==> config.mk <==
export PLATFORM = sky130hd
export DESIGN_NAME = esc_cmp_sub
export DESIGN_NICKNAME = d
export VERILOG_FILES = /design/src/epoch_seconds_to_calendar_date_unit_defines.svh /design/src/esc_pkg.sv /design/src/esc_cmp_sub.sv
export SDC_FILE = /design/constraint.sdc
export NUM_CORES = 1
export LEC_CHECK = 0
export ABC_AREA = 1
export BUFFER_PORTS_ARGS = -buffer_cell sky130_fd_sc_hd__buf_2
export CAP_MARGIN = 20
export CORE_UTILIZATION = 38
export DETAILED_ROUTE_END_ITERATION = 8
export SYNTH_ARGS = -nofsm -noshare
export SYNTH_HDL_FRONTEND = slang
export SYNTH_SLANG_ARGS = --single-unit
==> constraint.sdc <==
create_clock -name vclk -period 4.7
set_input_delay 0.47 -clock vclk [all_inputs]
set_output_delay 0.47 -clock vclk [all_outputs]
set_load 0.1 [all_outputs]
==> src/epoch_seconds_to_calendar_date_unit_defines.svh <==
// Assertion macros shared by the calendar date unit.
// Needs a clock named i_clk and an active-low reset named i_rst_n in the using module.
`ifndef EPOCH_SECONDS_TO_CALENDAR_DATE_UNIT_DEFINES_SVH
`define EPOCH_SECONDS_TO_CALENDAR_DATE_UNIT_DEFINES_SVH

`ifndef SYNTH
// Checked outside of reset.
`define ESC_ASSERT(lbl, prop, msg) \
    lbl: assert property (@(posedge i_clk) disable iff (!i_rst_n) prop) else $error(msg);
// Checked at every edge, reset included.
`define ESC_ASSERT_ALWAYS(lbl, prop, msg) \
    lbl: assert property (@(posedge i_clk) prop) else $error(msg);
`else
`define ESC_ASSERT(lbl, prop, msg)
`define ESC_ASSERT_ALWAYS(lbl, prop, msg)
`endif

`endif

==> src/esc_pkg.sv <==
// Package of the calendar date unit: beat types, state codes, constants and calendar helpers.
// Depends on nothing; esc_cmp_sub and the top module import it.
package esc_pkg;

    // Datapath width of the shared compare-subtract unit.
    localparam int ESC_W = 32;

    // Quotient bits produced by each long-division phase.
    localparam int DAY_Q_BITS  = 16;
    localparam int HOUR_Q_BITS = 5;
    localparam int MIN_Q_BITS  = 6;

    localparam int SECS_PER_MIN  = 60;
    localparam int SECS_PER_HOUR = 3600;
    localparam int SECS_PER_DAY  = 3600 * 24;

    // Divisors aligned to the top quotient bit of each phase.
    localparam logic [ESC_W-1:0] DAY_DIV_INIT  = ESC_W'(SECS_PER_DAY) << (DAY_Q_BITS - 1);
    localparam logic [ESC_W-1:0] HOUR_DIV_INIT = ESC_W'(SECS_PER_HOUR) << (HOUR_Q_BITS - 1);
    localparam logic [ESC_W-1:0] MIN_DIV_INIT  = ESC_W'(SECS_PER_MIN) << (MIN_Q_BITS - 1);

    // Year 1970 counted from 1900.
    localparam logic [7:0] EPOCH_YEAR_OFS = 8'd70;
    localparam logic [8:0] YEAR_DAYS      = 9'd365;
    localparam logic [8:0] LEAP_YEAR_DAYS = 9'd366;
    localparam logic [3:0] MON_FEB        = 4'd1;
    localparam logic [3:0] MON_DEC        = 4'd11;

    localparam logic [4:0] MONTH_LEN [12] = '{
        5'd31, 5'd28, 5'd31, 5'd30, 5'd31, 5'd30,
        5'd31, 5'd31, 5'd30, 5'd31, 5'd30, 5'd31
    };

    typedef struct packed {
        logic [31:0] timestamp;
    } t_in_beat;

    typedef struct packed {
        logic [7:0] year_since_1900;
        logic [3:0] month_index;
        logic [4:0] day_of_month;
        logic [4:0] hour_of_day;
        logic [5:0] minute_of_hour;
        logic [5:0] second_of_minute;
    } t_out_beat;

    typedef enum logic [2:0] {
        S_IDLE,
        S_DAY,
        S_HOUR,
        S_MIN,
        S_YEAR,
        S_MON,
        S_OUT
    } t_esc_state;

    // Gregorian leap rule on a year counted from 1900. Over 1900..2155 the only
    // centuries are 1900 and 2100 (common) and 2000 (leap).
    function automatic logic esc_is_leap(input logic [7:0] year_ofs);
        logic div4;
        div4 = (year_ofs[1:0] == 2'b00);
        return div4 && (year_ofs != 8'd0) && (year_ofs != 8'd200);
    endfunction

    // Days in a month, February stretched in a leap year.
    function automatic logic [4:0] esc_month_len(input logic [3:0] mon, input logic leap);
        logic [4:0] len;
        len = (mon <= MON_DEC) ? MONTH_LEN[mon] : 5'd31;
        if (mon == MON_FEB && leap) begin
            len = len + 5'd1;
        end
        return len;
    endfunction

endpackage

==> src/esc_cmp_sub.sv <==
// Shared compare-subtract unit of the calendar date unit.
// Depends on esc_pkg for the datapath width.
module esc_cmp_sub (
    input  logic [esc_pkg::ESC_W-1:0] i_a,
    input  logic [esc_pkg::ESC_W-1:0] i_b,
    output logic [esc_pkg::ESC_W-1:0] o_diff,
    output logic                      o_ge
);
    import esc_pkg::*;

    logic [ESC_W:0] wide_diff;

    // One subtraction; the borrow out doubles as the compare.
    assign wide_diff = {1'b0, i_a} - {1'b0, i_b};
    assign o_diff    = wide_diff[ESC_W-1:0];
    assign o_ge      = ~wide_diff[ESC_W];
endmodule

==> impl_metrics.tcl <==
set metrics [dict create \
    path_class "primary input to output pin" \
    syn-num-nets 644 \
    netlist_top_cells_area "nand2_1 (34%), inv_1 (22%), ha_1 (16%)" \
    post_cts_resized 0 \
    crit_path_end_kind "output pin" \
    placed_cell_area_um2 3141 \
    netlist_area_um2 2559 \
    power_density_nw_per_um2 255.1 \
    leakage_nw 2.341 \
    drc 14 \
    slew_headroom_pct 67.27 \
    first_pass_iters 6 \
    synth_commonest_cells "nand2_1 (232), inv_1 (150), nor2_1 (43)" \
    grt_max_degree 7 \
    synth_cell_types 21 \
    seq_cell_count 0 \
    vias 3247 \
    area_growth_pct 22.74 \
    tns_ps 0 \
    die_area_um2 7065 \
    ys_seq_area_share_pct 0 \
    vias_per_cell 4.503 \
    crit_slowest_cell "buf_2" \
    tightestPinTransition_ps 494.4 \
    final_cell_area_um2 3141 \
    row_count 29 \
    final-seq-area_um2 0 \
    critPathMaxFanout 3 \
    outcome "finished with violations" \
    wirelength_mm 7.511 \
    diodes 0 \
    cp_top_family "buffers and inverters" \
    grtUsageTotal_pct 21.10 \
    yosys.area.top_type "nand2_1" \
    cp_data_required_time_ps 4230 \
    fin_total_pwr_w 0.0008011 \
    grt_pass1_vias 2919 \
    yosysTopAreaCellShare_pct 34.03 \
    ant_nets 0 \
    clockBufferCount 0 \
    hold_buffers 0 \
    rsz0062_at_grt "false" \
    drt-initial-drc-count 108 \
    crit_chain "buf_2, inv_1, ha_1, fa_1, inv_1, nand3_1, nand3_1, nand2_1, a21oi_2, nor2_1, o21ai_1, buf_2" \
    ys_warn_count 0 \
    die_x_um 84.06 \
    place_congestion 0.9131 \
    die_h_um 84.06 \
    cp.arrival_ps 2470 \
    cp-start-kind "primary input" \
    setup_viol 0 \
    grt_first_pass_wirelength_mm 12.47 \
    avgSynthCellArea_um2 4.678 \
    post-cts-setup-buffers 0 \
    wl_per_cell_um 10.42 \
    drive_above_1_share_pct 16.93 \
    syn_inst 547 \
    antenna_found_initial 0 \
    hold_viol_final 0 \
    yosysMostFrequentCell "nand2_1" \
    core_area_um2 6422 \
    peakVddDrop_v 0.0001213 \
    nNetsFinal 743 \
    dp_hpwl_mm 6.883 \
    crit_buf_inv 4 \
    drv_slew 0 \
    maxCapViolations 0 \
    overflow 0 \
    violations "design-rule violations" \
    start_util_pct 39.84 \
    cp_slowest_stage_delay_ps 450 \
    whs_ps 1434 \
    max_freq_mhz 340.1 \
    period_needed_ps 2941 \
    finalCritPeriodShare_pct 62.57 \
    io_pins 97 \
    portBuffers 97 \
    hold_class "primary input to output pin" \
]
==> layout make-up <==
type,instances,area (um^2)
fillers,730,3282
inverters,150,563.0
well taps,77,96.34
repair buffers,97,485.5
multi-input cells,397,1996
==> placed cells by master, fill, tap and decap left out, types with 2 or more instances in the layout <==
cell type and n:
nand2_2 7, nor3_1 3, nand2_1 232, nand3_1 27, a21oi_1 21, nand4_1 5, inv_1 150, o21bai_1 2
xnor2_1 2, xor2_1 12, buf_2 97, nand3_2 3, nor2_1 43, ha_1 32
==> routing by layer <==
| layer | wire length, um | part of all wire [%] | vias up | track usage [%] |
|---|---|---|---|---|
| met5 | 0 | 0 | - | 0 |
| li1 | - | - | 1798 | - |
| met3 | 384 | 5.1 | 7 | 0.2967 |
| met2 | 3365 | 45 | 102 | 38.97 |
| met1 | 3678 | 49 | 1340 | 28.12 |
| met4 | 82 | 1.1 | 0 | 2.194 |
==> worst min-delay path, cell delays in order <==
cell	delay [ps]
buf_2	80
ha_1	110
inv_1	30
buf_2	280
==> through the flow <==
stage | setup WS, ps | cells | utilization (%)
2_1_floorplan | 1246 | 547 | -
3_3_place_gp | 1795 | 721 | 48.90
3_5_place_dp | 1775 | 721 | 48.90
4_1_cts | 1757 | 721 | 48.90
5_1_grt | 1609 | 721 | 48.90
6_report | 1759 | 721 | 48.90
==> worst paths after layout <==
kind,from,cells past startpoint,end,slack (ps)
max,i_a[0],12,o_ge,1760
min,i_b[0],4,o_diff[0],1430
==> power by group <==
group	internal, W	total (W)	switching (W)	leakage (nW)
Sequential	0	0	0	0
Clock	0	0	0	0
Combinational	0.000162	0.000801	0.000639	2.34
==> cell families after synthesis <==
| logic type | synth area share [%] |
|---|---|
| compound gates | 5.721 |
| fa+ha+maj | 16.43 |
| simple gates | 51.05 |
| buf+inv | 22.00 |
| xor+xnor | 4.792 |
Power figures use the tool's default switching activity.
